<file path="src/cfsc_pkg.sv">
// Shared constants, types and helpers for the coil fire sequencer / chronograph.
// Self-contained; used by every module under src.
package cfsc_pkg;

    localparam int INTERVAL_BITS = 24;
    localparam int FRAC_BITS     = 8;
    localparam int DIST_W        = 10;
    localparam int ON_TIME_W     = 16;
    localparam int SPEED_W       = 18;
    localparam int GATE_OUT_W    = 24;
    localparam int PHASE_W       = 3;

    localparam int NUM_W  = DIST_W + FRAC_BITS;
    localparam int QCNT_W = $clog2(NUM_W + 1);
    localparam int SAT_W  = (NUM_W > SPEED_W) ? NUM_W : SPEED_W;
    localparam int GCMP_W = (INTERVAL_BITS > GATE_OUT_W) ? INTERVAL_BITS : GATE_OUT_W;

    localparam int S_TDATA_W = 8;
    localparam int M_TDATA_W = 48;
    localparam int M_USED_W  = 1 + PHASE_W + SPEED_W + GATE_OUT_W;

    localparam int APB_ADDR_W = 3;
    localparam int APB_DATA_W = 32;

    localparam logic [PHASE_W-1:0] PH_IDLE   = 3'd0;
    localparam logic [PHASE_W-1:0] PH_ARMED  = 3'd1;
    localparam logic [PHASE_W-1:0] PH_FIRING = 3'd2;
    localparam logic [PHASE_W-1:0] PH_COAST  = 3'd3;
    localparam logic [PHASE_W-1:0] PH_TIMING = 3'd4;
    localparam logic [PHASE_W-1:0] PH_FINISH = 3'd5;

    localparam logic REG_ON_TIME = 1'b0;
    localparam logic REG_DIST    = 1'b1;

    localparam logic [ON_TIME_W-1:0]  ON_TIME_RST = 16'd200;
    localparam logic [DIST_W-1:0]     DIST_RST    = 10'd22;
    localparam logic [SPEED_W-1:0]    SPEED_MAX   = '1;
    localparam logic [GATE_OUT_W-1:0] GATE_MAX    = '1;

    typedef struct packed {
        logic [ON_TIME_W-1:0] on_time;
        logic [DIST_W-1:0]    distance;
    } cfg_t;

    typedef struct packed {
        logic                     start;
        logic [NUM_W-1:0]         num;
        logic [INTERVAL_BITS-1:0] den;
    } div_req_t;

    typedef struct packed {
        logic             busy;
        logic             done;
        logic [NUM_W-1:0] quo;
    } div_rsp_t;

    function automatic logic [SPEED_W-1:0] sat_speed(input logic [NUM_W-1:0] q);
        logic [SAT_W-1:0] qw;
        qw = SAT_W'(q);
        if (qw > SAT_W'(SPEED_MAX)) begin
            return SPEED_MAX;
        end
        return SPEED_W'(qw);
    endfunction

    function automatic logic [GATE_OUT_W-1:0] sat_gate(input logic [INTERVAL_BITS-1:0] v);
        logic [GCMP_W-1:0] vw;
        vw = GCMP_W'(v);
        if (vw > GCMP_W'(GATE_MAX)) begin
            return GATE_MAX;
        end
        return GATE_OUT_W'(vw);
    endfunction

endpackage

</file>
<file path="src/cfsc_divider.sv">
// Radix-2 restoring divider, one quotient bit per cycle.
// Depends on cfsc_pkg (widths, div_req_t / div_rsp_t).
module cfsc_divider (
    input  logic                aclk,
    input  logic                aresetn,
    input  cfsc_pkg::div_req_t  req,
    output cfsc_pkg::div_rsp_t  rsp
);

    logic                                busy_reg, busy_next;
    logic                                done_reg, done_next;
    logic [cfsc_pkg::QCNT_W-1:0]         cnt_reg, cnt_next;
    logic [cfsc_pkg::INTERVAL_BITS-1:0]  rem_reg, rem_next;
    logic [cfsc_pkg::INTERVAL_BITS-1:0]  den_reg, den_next;
    logic [cfsc_pkg::NUM_W-1:0]          quo_reg, quo_next;

    logic [cfsc_pkg::INTERVAL_BITS:0]    rem_sh;
    logic [cfsc_pkg::INTERVAL_BITS+1:0]  diff;
    logic                                fits;

    // Trial subtract; top bit of diff is the borrow.
    assign rem_sh = {rem_reg, quo_reg[cfsc_pkg::NUM_W-1]};
    assign diff   = {1'b0, rem_sh} - {2'b00, den_reg};
    assign fits   = !diff[cfsc_pkg::INTERVAL_BITS+1];

    always_comb begin
        busy_next = busy_reg;
        done_next = 1'b0;
        cnt_next  = cnt_reg;
        rem_next  = rem_reg;
        den_next  = den_reg;
        quo_next  = quo_reg;
        if (req.start) begin
            busy_next = 1'b1;
            cnt_next  = cfsc_pkg::QCNT_W'(cfsc_pkg::NUM_W);
            rem_next  = '0;
            den_next  = req.den;
            quo_next  = req.num;
        end else if (busy_reg) begin
            rem_next = fits ? diff[cfsc_pkg::INTERVAL_BITS-1:0]
                            : rem_sh[cfsc_pkg::INTERVAL_BITS-1:0];
            quo_next = {quo_reg[cfsc_pkg::NUM_W-2:0], fits};
            cnt_next = cnt_reg - cfsc_pkg::QCNT_W'(1);
            if (cnt_reg == cfsc_pkg::QCNT_W'(1)) begin
                busy_next = 1'b0;
                done_next = 1'b1;
            end
        end
    end

    always_ff @(posedge aclk) begin
        if (!aresetn) begin
            busy_reg <= 1'b0;
            done_reg <= 1'b0;
            cnt_reg  <= '0;
        end else begin
            busy_reg <= busy_next;
            done_reg <= done_next;
            cnt_reg  <= cnt_next;
        end
        rem_reg <= rem_next;
        den_reg <= den_next;
        quo_reg <= quo_next;
    end

    assign rsp.busy = busy_reg;
    assign rsp.done = done_reg;
    assign rsp.quo  = quo_reg;

endmodule

</file>
<file path="src/cfsc_regs.sv">
// APB register file: coil on-time limit and gate spacing.
// Depends on cfsc_pkg (cfg_t, register indexes, reset values).
module cfsc_regs (
    input  logic                              aclk,
    input  logic                              aresetn,
    input  logic                              psel,
    input  logic                              penable,
    input  logic                              pwrite,
    input  logic [cfsc_pkg::APB_ADDR_W-1:0]   paddr,
    input  logic [cfsc_pkg::APB_DATA_W-1:0]   pwdata,
    output logic [cfsc_pkg::APB_DATA_W-1:0]   prdata,
    output logic                              pready,
    output cfsc_pkg::cfg_t                    cfg
);

    logic [cfsc_pkg::ON_TIME_W-1:0] on_time_reg;
    logic [cfsc_pkg::DIST_W-1:0]    dist_reg;
    logic                           wr_en;
    logic                           idx;

    assign pready = 1'b1;
    assign wr_en  = psel && penable && pwrite && pready;
    // word index only; byte-lane bits are ignored
    assign idx    = paddr[cfsc_pkg::APB_ADDR_W-1];

    always_ff @(posedge aclk) begin
        if (!aresetn) begin
            on_time_reg <= cfsc_pkg::ON_TIME_RST;
            dist_reg    <= cfsc_pkg::DIST_RST;
        end else if (wr_en) begin
            unique case (idx)
                cfsc_pkg::REG_ON_TIME: on_time_reg <= pwdata[cfsc_pkg::ON_TIME_W-1:0];
                cfsc_pkg::REG_DIST:    dist_reg    <= pwdata[cfsc_pkg::DIST_W-1:0];
                default: ;
            endcase
        end
    end

    always_comb begin
        unique case (idx)
            cfsc_pkg::REG_ON_TIME: prdata = cfsc_pkg::APB_DATA_W'(on_time_reg);
            cfsc_pkg::REG_DIST:    prdata = cfsc_pkg::APB_DATA_W'(dist_reg);
            default:               prdata = '0;
        endcase
    end

    assign cfg.on_time  = on_time_reg;
    assign cfg.distance = dist_reg;

endmodule

</file>
<file path="src/coil_fire_sequencer_with_chronograph_unit.sv">
// Top level: coil fire phase sequencer with light-gate chronograph.
// Depends on cfsc_pkg, cfsc_regs, cfsc_divider.
//
// Usage:
//   s_ channel: one beat per millisecond tick. s_tdata bits, low first:
//     button_pressed, charged, gate1_blocked, gate2_blocked.
//   m_ channel: exactly one result beat per input beat, in order.
//   APB port: reg 0 (addr 0x0) coil on-time limit in ticks, reg 1 (addr 0x4)
//     gate spacing in mm. Write only while no tick is in flight.
// Tick flow:
//   A plain tick is accepted, its state update lands at that edge, and the
//   result beat is presented the next cycle. s_tready then stays low until
//   the result beat is taken. The tick that reaches gate two also runs the
//   restoring divider, one quotient bit per cycle; on its done strobe the
//   saturated speed is loaded and the result beat is presented.
//   The divider is the only multi-cycle unit.
// Stall: a result beat holds, stable, until m_tready; no new tick is taken
//   meanwhile. Reset puts the phase in idle, coil off, counters and the held
//   speed at zero, and the registers at 200 ticks / 22 mm.
module coil_fire_sequencer_with_chronograph_unit (
    input  logic                              aclk,
    input  logic                              aresetn,
    // slave stream: [0] button_pressed [1] charged [2] gate1_blocked [3] gate2_blocked
    input  logic                              s_tvalid,
    output logic                              s_tready,
    input  logic [cfsc_pkg::S_TDATA_W-1:0]    s_tdata,
    // master stream: [0] coil_on [3:1] phase [21:4] speed [45:22] gate_interval
    output logic                              m_tvalid,
    input  logic                              m_tready,
    output logic [cfsc_pkg::M_TDATA_W-1:0]    m_tdata,
    // tuser: [0] speed_valid
    output logic [0:0]                        m_tuser,
    // APB configuration
    input  logic                              psel,
    input  logic                              penable,
    input  logic                              pwrite,
    input  logic [cfsc_pkg::APB_ADDR_W-1:0]   paddr,
    input  logic [cfsc_pkg::APB_DATA_W-1:0]   pwdata,
    output logic [cfsc_pkg::APB_DATA_W-1:0]   prdata,
    output logic                              pready
);

    // sequencer codes
    localparam logic CTL_IDLE = 1'b0;
    localparam logic CTL_DIV  = 1'b1;

    cfsc_pkg::cfg_t     cfg;
    cfsc_pkg::div_req_t div_req;
    cfsc_pkg::div_rsp_t div_rsp;

    logic                                ctl_reg;
    logic                                out_valid_reg;
    logic                                spd_valid_reg, spd_valid_next;
    logic [cfsc_pkg::PHASE_W-1:0]        phase_reg, phase_next;
    logic                                coil_reg, coil_next;
    logic [cfsc_pkg::ON_TIME_W-1:0]      elapsed_reg, elapsed_next;
    logic [cfsc_pkg::INTERVAL_BITS-1:0]  interval_reg, interval_next;
    logic [cfsc_pkg::SPEED_W-1:0]        speed_reg, speed_next;

    logic btn, chg, g1, g2;
    logic accept;
    logic div_go;

    cfsc_regs u_regs (
        .aclk    (aclk),
        .aresetn (aresetn),
        .psel    (psel),
        .penable (penable),
        .pwrite  (pwrite),
        .paddr   (paddr),
        .pwdata  (pwdata),
        .prdata  (prdata),
        .pready  (pready),
        .cfg     (cfg)
    );

    assign btn = s_tdata[0];
    assign chg = s_tdata[1];
    assign g1  = s_tdata[2];
    assign g2  = s_tdata[3];

    // one tick in flight at a time; result register must be empty
    assign s_tready = (ctl_reg == CTL_IDLE) && !out_valid_reg;
    assign accept   = s_tvalid && s_tready;

    // Phase update for one tick. Speed on the gate-two tick goes to the divider
    // unless the interval is zero, which saturates directly.
    always_comb begin
        phase_next     = phase_reg;
        coil_next      = coil_reg;
        elapsed_next   = elapsed_reg;
        interval_next  = interval_reg;
        speed_next     = speed_reg;
        spd_valid_next = 1'b0;
        div_go         = 1'b0;
        unique case (phase_reg)
            cfsc_pkg::PH_ARMED: begin
                if (!btn) begin
                    if (chg) begin
                        elapsed_next = '0;
                        phase_next   = cfsc_pkg::PH_FIRING;
                    end else begin
                        phase_next = cfsc_pkg::PH_IDLE;
                    end
                end
            end
            cfsc_pkg::PH_FIRING: begin
                coil_next = 1'b1;
                if (!(&elapsed_reg)) begin
                    elapsed_next = elapsed_reg + cfsc_pkg::ON_TIME_W'(1);
                end
                if (g1) begin
                    coil_next     = 1'b0;
                    interval_next = '0;
                    phase_next    = cfsc_pkg::PH_TIMING;
                end else if (elapsed_next > cfg.on_time) begin
                    phase_next = cfsc_pkg::PH_COAST;
                end
            end
            cfsc_pkg::PH_COAST: begin
                coil_next     = 1'b0;
                interval_next = '0;
                if (g1) begin
                    phase_next = cfsc_pkg::PH_TIMING;
                end
            end
            cfsc_pkg::PH_TIMING: begin
                if (!(&interval_reg)) begin
                    interval_next = interval_reg + cfsc_pkg::INTERVAL_BITS'(1);
                end
                if (g2) begin
                    spd_valid_next = 1'b1;
                    phase_next     = cfsc_pkg::PH_FINISH;
                    if (interval_next == '0) begin
                        speed_next = cfsc_pkg::SPEED_MAX;
                    end else begin
                        div_go = 1'b1;
                    end
                end
            end
            cfsc_pkg::PH_FINISH: begin
                if (!g2) begin
                    phase_next = cfsc_pkg::PH_IDLE;
                end
            end
            default: begin
                // idle, and the unused codes fall back to idle
                phase_next = btn ? cfsc_pkg::PH_ARMED : cfsc_pkg::PH_IDLE;
            end
        endcase
    end

    assign div_req.start = accept && div_go;
    assign div_req.num   = cfsc_pkg::NUM_W'(cfg.distance) << cfsc_pkg::FRAC_BITS;
    assign div_req.den   = interval_next;

    cfsc_divider u_div (
        .aclk    (aclk),
        .aresetn (aresetn),
        .req     (div_req),
        .rsp     (div_rsp)
    );

    always_ff @(posedge aclk) begin
        if (!aresetn) begin
            ctl_reg       <= CTL_IDLE;
            out_valid_reg <= 1'b0;
            spd_valid_reg <= 1'b0;
            phase_reg     <= cfsc_pkg::PH_IDLE;
            coil_reg      <= 1'b0;
            elapsed_reg   <= '0;
            interval_reg  <= '0;
            speed_reg     <= '0;
        end else begin
            if (m_tvalid && m_tready) begin
                out_valid_reg <= 1'b0;
            end
            unique case (ctl_reg)
                CTL_IDLE: begin
                    if (accept) begin
                        phase_reg     <= phase_next;
                        coil_reg      <= coil_next;
                        elapsed_reg   <= elapsed_next;
                        interval_reg  <= interval_next;
                        speed_reg     <= speed_next;
                        spd_valid_reg <= spd_valid_next;
                        if (div_go) begin
                            ctl_reg <= CTL_DIV;
                        end else begin
                            out_valid_reg <= 1'b1;
                        end
                    end
                end
                CTL_DIV: begin
                    if (div_rsp.done) begin
                        speed_reg     <= cfsc_pkg::sat_speed(div_rsp.quo);
                        out_valid_reg <= 1'b1;
                        ctl_reg       <= CTL_IDLE;
                    end
                end
                default: ctl_reg <= CTL_IDLE;
            endcase
        end
    end

    // result beat is read straight from state; it cannot change while pending
    assign m_tvalid   = out_valid_reg;
    assign m_tuser[0] = spd_valid_reg;
    assign m_tdata    = cfsc_pkg::M_TDATA_W'({cfsc_pkg::sat_gate(interval_reg),
                                              speed_reg, phase_reg, coil_reg});

    // divider running means no new tick may be taken
    a_busy_blocks: assert property (@(posedge aclk) disable iff (!aresetn)
        div_rsp.busy |-> !s_tready)
        else $error("tick accepted while divider busy");

    // a fresh speed only comes with the finishing phase
    a_speed_phase: assert property (@(posedge aclk) disable iff (!aresetn)
        (m_tvalid && m_tuser[0]) |-> (phase_reg == cfsc_pkg::PH_FINISH))
        else $error("speed_valid outside finishing phase");

    // coil can only be driven in firing or the first coasting tick
    a_coil_phase: assert property (@(posedge aclk) disable iff (!aresetn)
        coil_reg |-> (phase_reg == cfsc_pkg::PH_FIRING || phase_reg == cfsc_pkg::PH_COAST))
        else $error("coil on in wrong phase");

    // divider completion must produce a result beat
    a_div_result: assert property (@(posedge aclk) disable iff (!aresetn)
        (ctl_reg == CTL_DIV && div_rsp.done) |=> m_tvalid)
        else $error("divider result not presented");

endmodule

</file>
<file path="config.mk">
export PLATFORM = sky130hd
export DESIGN_NAME = coil_fire_sequencer_with_chronograph_unit
export DESIGN_NICKNAME = d
export VERILOG_FILES = /design/src/cfsc_pkg.sv /design/src/cfsc_divider.sv /design/src/cfsc_regs.sv /design/src/coil_fire_sequencer_with_chronograph_unit.sv
export SDC_FILE = /design/constraint.sdc
export NUM_CORES = 1
export LEC_CHECK = 0
export ABC_AREA = 1
export BUFFER_PORTS_ARGS = -buffer_cell sky130_fd_sc_hd__buf_2
export CORE_ASPECT_RATIO = 0.5
export CORE_MARGIN = 1.5
export CORE_UTILIZATION = 27
export DETAILED_ROUTE_END_ITERATION = 10
export PLACE_DENSITY_LB_ADDON = 0.1
export SLEW_MARGIN = 20
export SYNTH_ARGS = -nofsm -noshare
export SYNTH_HDL_FRONTEND = slang
export SYNTH_SLANG_ARGS = --single-unit
</file>
<file path="constraint.sdc">
create_clock -name aclk -period 6.95 [get_ports aclk]
set_input_delay 1.0425 -clock aclk [delete_from_list [all_inputs] [get_ports aclk]]
set_output_delay 1.0425 -clock aclk [all_outputs]
set_load 0.02 [all_outputs]
</file>
==> results, run 1 <==
- The placed wire-length estimate is 21670 um.
- The overall power of the completed layout is 2.879 mW.
- Setup repair after global routing left no endpoint under its margin.
- The clock skew is 14.16 ps.
- The global routing stage identified its most utilized layer as met2.
- The layout-stage area growth over the synthesis result is 12.89%.
- Dividing the synthesized area by the synthesized cell count gives 6.735 um^2.
- After detailed routing, the number of remaining DRC violations is 2.
- The portion of synthesized area spent on multiplexers is 0%.
- The detailed-route wire length is 29730 um.
- Gates resized during post-CTS repair numbered 0.
- Tracing the worst setup path back leads to its startpoint at interval_reg[0].
- Summed over all layers, the global routing overflow is 0.
- The kind of start point of the critical path is a flip-flop.
- The number of max-slew violations in the final report is 0.
- In the synthesized netlist, the number of instances is 1483.
- In this run, synthesis inferred 34 flip-flops with an integrated enable.
- The checks that failed: DRC.
- For this run, the top clock speed supported by timing is 0.2763 GHz.
- The worst endpoint data arrival time is 3700 ps.
- In this run the vertical extent of the chip is 139.0 um.
- Summing the areas of all compound-gate instances in the mapped netlist gives 14.86% of the synthesized area.
- For this run, the register share of the synthesized area comes to 36.28%.
- Counting along the longest clock path gives a buffer depth of 2.
- For the pin with the worst max-slew slack, the measured transition is 967.2 ps.
- Before antenna repair, the detailed router went through 8 iterations.
- The final critical delay including setup and external delays is 3620 ps.
- Summing the areas of all fa, ha and maj instances in the mapped netlist gives 5.837% of the synthesized area.
- With fillers left out, the area of the finished cells amounts to 11280 um^2.
- The endpoint required time on the critical path is 7030 ps.
- The synthesized cell area is 9988 um^2.
- Across the run, the number of max-cap violations was 0.
- Ranked by total cell area, the synthesized netlist is headed by sky130_fd_sc_hd__dfxtp_1 26%, sky130_fd_sc_hd__nand2_1 13%, sky130_fd_sc_hd__edfxtp_1 10%, sky130_fd_sc_hd__inv_1 7.4%, sky130_fd_sc_hd__a21oi_1 6.9%.
- The floorplan step defined a die boundary enclosing 38230 um^2.
- After synthesis the netlist holds a flip-flop and latch count of 164.
- For this run, the number of Yosys warnings is 0.
- The met2 routing resource usage after global routing is 25.89%.
- The setup TNS is 0 ps.
- VDD sags by at most 0.1681 mV.
- Dividing the detail-routed via count by the number of cells gives 4.564.
- Once placement completed, the tool counted placed cells totaling 1990.
- The worst register-to-register path begins at interval_reg[0].
- TritonCTS built the clock tree.
- The proportion of register bits with asynchronous set or reset after synthesis is 0%.
- The power per cell area is 255.3 nW/um^2.
- The number of buffer cells added on primary ports is 92.
- The termination of the worst setup path is u_div.den_reg[19].
- The critical path endpoint category is a flip-flop.
- The worst hold path belongs to the class flip-flop to flip-flop.
- Counting the buffers created by CTS gives 17.
- At the end of the flow, the number of nets in the layout was 1621.
- The count of inserted antenna diode cells is 0.
- The clock net sink count is 164.
- The core region is 36170 um^2.
- The highest net fanout along the worst path is 59.
- The area after detailed placement is 10690 um^2.
- The count of different cell masters after synthesis is 43.
- The number of setup violations in the final report is 0.
- The starting density of the core is 27.61%.
- The critical setup path kind is flip-flop to flip-flop.
- The via count of the first global-routing pass was 8686.
- The share of the synthesized netlist area taken by xor and xnor gates is 2.981%.
- After synthesis, the largest family of logic cells by area is simple AND/OR/NAND/NOR gates.
- The worst path meets setup with 3330 ps of slack.
- The ratio of final minimum period to clock period is 52.08%.
- The total leakage power is 5.321 nW.
- The initial detailed-routing violation count is 480.
- The run finished, with violations left.
- The number of antenna violations at the first check in global routing came to 0.
- The global-route met1 utilization is 21.59%.
- Of the cells placed in the final design, the portion with a size suffix greater than 1 is 9.889%.
- Measured along the x axis, the die boundary spans 275.0 um.
- The later pin in the worst-skew pair is clocked with a latency of 450 ps.
- The first global-routing pass estimated 47890 um of wire.
- The predominant post-synthesis flop cell is sky130_fd_sc_hd__dfxtp_1.
- The leading area contributor after synthesis is sky130_fd_sc_hd__dfxtp_1.
- The number of setup buffers added after CTS is 0.
- The worst-case hold slack is 471.0 ps.
- The boundary pin count is 134.
- In the global route stage, met3 resource usage came out at 3.480%.
- The register-to-register setup slack is 3330 ps.
- The final design utilization is 31.17%.
- Excluding fillers, the count of instances in the completed layout stands at 2021.
- The all-layer global routing usage is 15.93%.
- The routability congestion estimate from global placement is 0.8866.
- The total number of vias is 9224.
- The floorplan has 49 rows.
- The simple-gate portion of the synthesized area is 27.50%.
- The cell at the root of the clock tree is sky130_fd_sc_hd__clkbuf_16.
- The depth of the CTS H-tree is 4.
- The clock-pin transition on the worst setup and hold timing paths is 70 ps.
- Counting cells, the worst reg-to-reg path comes to 13.
- The number of endpoints with negative hold slack in the final report came to 0.
- Dividing the detail-routed wire length by the instance count gives 14.71 um.
- In this run the critical register-to-register path is captured at u_div.den_reg[19].
- Hold repair after CTS inserted 0 buffers.
- The maximum number of pins on one net before global-route repair is 69.
- The detail route stage leaves a number of antenna-violating nets equal to 0.
- Measured against its own limit, the worst slew margin works out to 35.36%.
- The worst slack after detailed placement is 3316 ps.
- In this run the biggest area consumer among cell types represents 26.06% of the synthesized area.
-- per-layer routing --
metal  part of all wire, %  vias to the layer above
met5                     0                        -
met2                    46                      158
li1                      -                     4811
met1                    49                     4237
met3                   3.5                       18
met4                   1.0                        0
-- power by group --
| part | total, mW | leakage [nW] | internal (mW) | switching [mW] |
|---|---|---|---|---|
| clock | 0.988 | 0.291 | 0.539 | 0.448 |
| sequential | 1.13 | 1.38 | 1.05 | 0.0803 |
| combinational | 0.757 | 3.65 | 0.271 | 0.486 |
-- logic make-up (layout without fill, tap and decap cells) --
| family | after synthesis | in the layout |
|---|---|---|
| XOR/XNOR | 34 | 34 |
| buffers and inverters | 296 | 333 |
| flip-flops | 164 | 164 |
| AND/OR/NAND/NOR | 657 | 657 |
| adder cells (fa/ha/maj) | 46 | 46 |
| AO/OA/AOI/OAI | 284 | 284 |
| other | 2 | 19 |
-- placed cells by master (no fill, tap or decap), types with 21 or more instances in the layout --
| cell | instances |
|---|---|
| sky130_fd_sc_hd__inv_1 | 197 |
| sky130_fd_sc_hd__nor2_1 | 167 |
| sky130_fd_sc_hd__buf_2 | 92 |
| sky130_fd_sc_hd__xor2_1 | 23 |
| sky130_fd_sc_hd__dfxtp_1 | 130 |
| sky130_fd_sc_hd__ha_1 | 45 |
| sky130_fd_sc_hd__edfxtp_1 | 34 |
| sky130_fd_sc_hd__o21ai_0 | 116 |
| sky130_fd_sc_hd__a21oi_1 | 138 |
| sky130_fd_sc_hd__nand2_1 | 339 |
| sky130_fd_sc_hd__nand4_1 | 21 |
| sky130_fd_sc_hd__nand3_1 | 94 |
-- critical path, stage by stage, from the launching register on --
cell and delay [ps]:
sky130_fd_sc_hd__dfxtp_1 550, sky130_fd_sc_hd__ha_1 380, sky130_fd_sc_hd__nand2_2 160, sky130_fd_sc_hd__nor2_4 210, sky130_fd_sc_hd__nand2_4 100, sky130_fd_sc_hd__nor2_4 160, sky130_fd_sc_hd__nand2_2 320, sky130_fd_sc_hd__nand3_1 300
sky130_fd_sc_hd__nor2_1 60, sky130_fd_sc_hd__nand3_1 100, sky130_fd_sc_hd__nor2_1 60, sky130_fd_sc_hd__nand3_2 100, sky130_fd_sc_hd__nand2_4 200, sky130_fd_sc_hd__inv_6 470
-- layout make-up --
type	instances	area [um^2]
clock buffer	19	475.5
clock inverter	12	110.1
fill	4020	24900
inverter	204	770.7
multi-input combinational	1040	5185
sequential	164	3623
tap	484	605.6
timing repair buffer	98	505.5
-- cells in the mapped netlist, drive strengths merged (11+ instances only) --
cell type	n
buf	35
nand2	346
dfxtp	130
xnor2	11
inv	201
nor2	175
edfxtp	34
nand3	96
clkbuf	57
a21oi	141
ha	45
nand4	21
o21ai	118
xor2	23
-- worst min-delay path by stage --
stage                                startpoint                     to  slack (ps)  cells after the start
after global routing                    m_tuser                m_tuser         490                      2
after global placement                  m_tuser                m_tuser         460                      2
after CTS                               m_tuser                m_tuser         470                      2
after floorplan           u_regs.on_time_reg[8]  u_regs.on_time_reg[8]         450                      2
after detailed placement                m_tuser                m_tuser         460                      2
final                                   m_tuser                m_tuser         470                      2
Note: power is estimated with default switching activity, not from simulation.
==> run 2: changes to the inputs <==
clock period = 3.3 ns   (was 6.95 ns; I/O delays follow)
==> results, run 2 (synthesized netlist as in run 1, its figures left out) <==
- The depth of the CTS H-tree is 4 (unchanged).
- The starting density of the core is 27.61% (unchanged).
- The maximum frequency from static timing analysis is 0.3298 GHz (was 0.2763 GHz).
- The clock net sink count was 164 (unchanged).
- The highest net fanout along the worst path came to 4 (was 59).
- The area after detailed placement is 10850 um^2 (was 10690 um^2).
- The all-layer global routing usage is 15.76% (was 15.93%).
- The total number of vias is 9272 (was 9224).
- The number of buffer cells added on primary ports is 92 (unchanged).
- Violated checks: DRC (unchanged).
- The cell at the root of the clock tree is sky130_fd_sc_hd__clkbuf_16 (unchanged).
- The fraction of layout instances using a drive strength above 1 is 11.81% (was 9.889%).
- The initial detailed-routing violation count is 514 (was 480).
- The worst flop-to-flop path startpoint was elapsed_reg[0] (was interval_reg[0]).
- The non-filler instance count after layout is 2042 (was 2021).
- The total of fill cells in the finished design was 4000 (was 4020).
- Result of the run: finished with violations (unchanged).
- The number of nets with antenna violations after routing is 0 (unchanged).
- The maximum number of pins on one net before global-route repair is 55 (was 69).
- The clock skew was 9.672 ps (was 14.16 ps).
- The placed wire-length estimate was 22270 um (was 21670 um).
- The number of cell rows is 49 (unchanged).
- The launch point of the worst hold path was pwdata[0] (was m_tuser).
- The critical setup path kind is flip-flop to flip-flop (unchanged).
- The ratio of final minimum period to clock period is 91.88% (was 52.08%).
- The via count of the first global-routing pass is 8871 (was 8686).
- The number of vias per cell is 4.541 (was 4.564).
- The number of instances in the placed design was 2008 (was 1990).
- The routability congestion estimate from global placement is 0.8861 (was 0.8866).
- The worst min-delay path class is input port to flip-flop (was flip-flop to flip-flop).
- The slew at the pin with the worst max-slew slack is 747.8 ps (was 967.2 ps).
- The area of the core came to 36170 um^2 (unchanged).
- The die span in y is 139.0 um (unchanged).
- The number of design rule violations left after detail routing was 2 (unchanged).
- The timing startpoint of the critical path is elapsed_reg[0] (was interval_reg[0]).
- The worst slack after detailed placement was 45.24 ps (was 3316 ps).
- The max-capacitance violation count came to 0 (unchanged).
- The total CTS buffers is 17 (unchanged).
- The final critical delay including setup and external delays is 3032 ps (was 3620 ps).
- The normalized max-slew margin is 50.09% (was 35.36%).
- The final-stage net count is 1641 (was 1621).
- The clock tree from TritonCTS is built (unchanged).
- The total congestion overflow is 0 (unchanged).
- The layout-stage area growth over the synthesis result is 15.45% (was 12.89%).
- The final design utilization was 31.88% (was 31.17%).
- The routed wirelength normalized by instance count was 14.55 um (was 14.71 um).
- The number of antenna violations at the first check in global routing is 0 (unchanged).
- The detailed-route wire length is 29710 um (was 29730 um).
- The count of inserted antenna diode cells is 0 (unchanged).
- The worst endpoint data arrival time was 3360 ps (was 3700 ps).
- Sequence of cells on the critical path: ha_4, nand4_1, nor2_1, inv_1, nor2_2, nand3b_1, nand2_1, nor2_1, xor2_1, ha_1, nand4_1, o21bai_1, nand2_1, nand4_1, nand2_2, nand2_2, nand3_2, nor2_1, nor3_1 (was ha_1, nand2_2, nor2_4, nand2_4, nor2_4, nand2_2, nand3_1, nor2_1, nand3_1, nor2_1, nand3_2, nand2_4, inv_6).
- The number of setup violations in the final report is 0 (unchanged).
- The power per cell area is 536.5 nW/um^2 (was 255.3 nW/um^2).
- The worst-case hold slack is 287.8 ps (was 471.0 ps).
- The kind of start point of the critical path is a flip-flop (unchanged).
- The first-pass detailed-route iteration total is 10 (was 8).
- The boundary pin count is 134 (unchanged).
- The area enclosed by the die boundary is 38230 um^2 (unchanged).
- The wire length of the first global-routing pass came to 47470 um (was 47890 um).
- The number of buffers between clock root and the deepest sink is 2 (unchanged).
- The delay of the slowest cell on the worst path is 380 ps (was 550 ps).
- The width of the die is 275.0 um (unchanged).
- The largest vdd supply drop is 0.3399 mV (was 0.1681 mV).
- The critical-path cell with the highest stage delay is sky130_fd_sc_hd__dfxtp_4 (was sky130_fd_sc_hd__dfxtp_1).
- The overall power of the completed layout was 6.186 mW (was 2.879 mW).
- The endpoint required time on the critical path is 3630 ps (was 7030 ps).
- The most frequent standard cell in the layout excluding fill and tap cells is sky130_fd_sc_hd__nand2_1 (unchanged).
- The setup TNS is 0 ps (unchanged).
- The total leakage power is 5.459 nW (was 5.321 nW).
- The number of max-slew violations in the final report was 0 (unchanged).
- The insertion delay to the later sink of the worst-skew pair is 450 ps (about the same).
- The summed area of non-filler cells in the final layout is 11530 um^2 (was 11280 um^2).
- The critical path endpoint category was a flip-flop (unchanged).
- The clock-pin transition on the worst setup and hold timing paths was 70 ps (about the same).
- The number of endpoints with negative hold slack in the final report is 0 (unchanged).
- The final worst setup slack was 268.1 ps (was 3330 ps).
- Most frequent cells in the layout: 337 x sky130_fd_sc_hd__nand2_1, 197 x sky130_fd_sc_hd__inv_1, 165 x sky130_fd_sc_hd__nor2_1 (was 339 x sky130_fd_sc_hd__nand2_1, 197 x sky130_fd_sc_hd__inv_1, 167 x sky130_fd_sc_hd__nor2_1).
## run 2: path summary, 6_finish.rpt
path	to	slack [ps]	cells past startpoint
worst min register to register	m_tuser	470	2
worst min-delay path	u_regs.dist_reg[0]	290	3
worst max register to register	phase_reg[0]	270	19
worst max-delay path	phase_reg[0]	270	19
## run 2: area by class of cell
type,count,area [um^2],area share [%]
timing repair buffer,118,680.7,5.903
clock inverter,13,168.9,1.465
inverter,204,770.7,6.684
multi-input combinational,1040,5234,45.39
tap,484,605.6,5.252
sequential,164,3628,31.47
clock buffer,19,442.9,3.841
## run 2: layer usage
layer  global-route usage (%)  routed length [um]  share of wire, %
met3                    2.822                 987               3.3
met1                    21.16               14450                49
met4                    3.825                 379               1.3
met5                        0                   0                 0
met2                    26.09               13890                47
## run 2: worst max-delay path, delay by kind of cell, from the launching register on
kind | cells | cell delay, ps
AO/OA/AOI/OAI | 1 | 220
XOR/XNOR | 1 | 160
adder cells (fa/ha/maj) | 2 | 490
buffers and inverters | 1 | 80
flip-flops | 1 | 380
AND/OR/NAND/NOR | 14 | 1590
## run 2: report_power, final
group          internal [mW]  leakage, nW  switching, mW  total (mW)
combinational          0.603         3.78           1.03        1.64
sequential              2.22         1.38          0.158        2.38
clock                   1.23        0.304          0.943        2.17
total                   4.05         5.46           2.14        6.19
## run 2: repair_timing
item	4_1_cts	5_1_grt
pin swaps	0	4
hold buffers	0	0
gates resized for setup	0	17
setup buffers	1	1
setup endpoints to repair	1	38
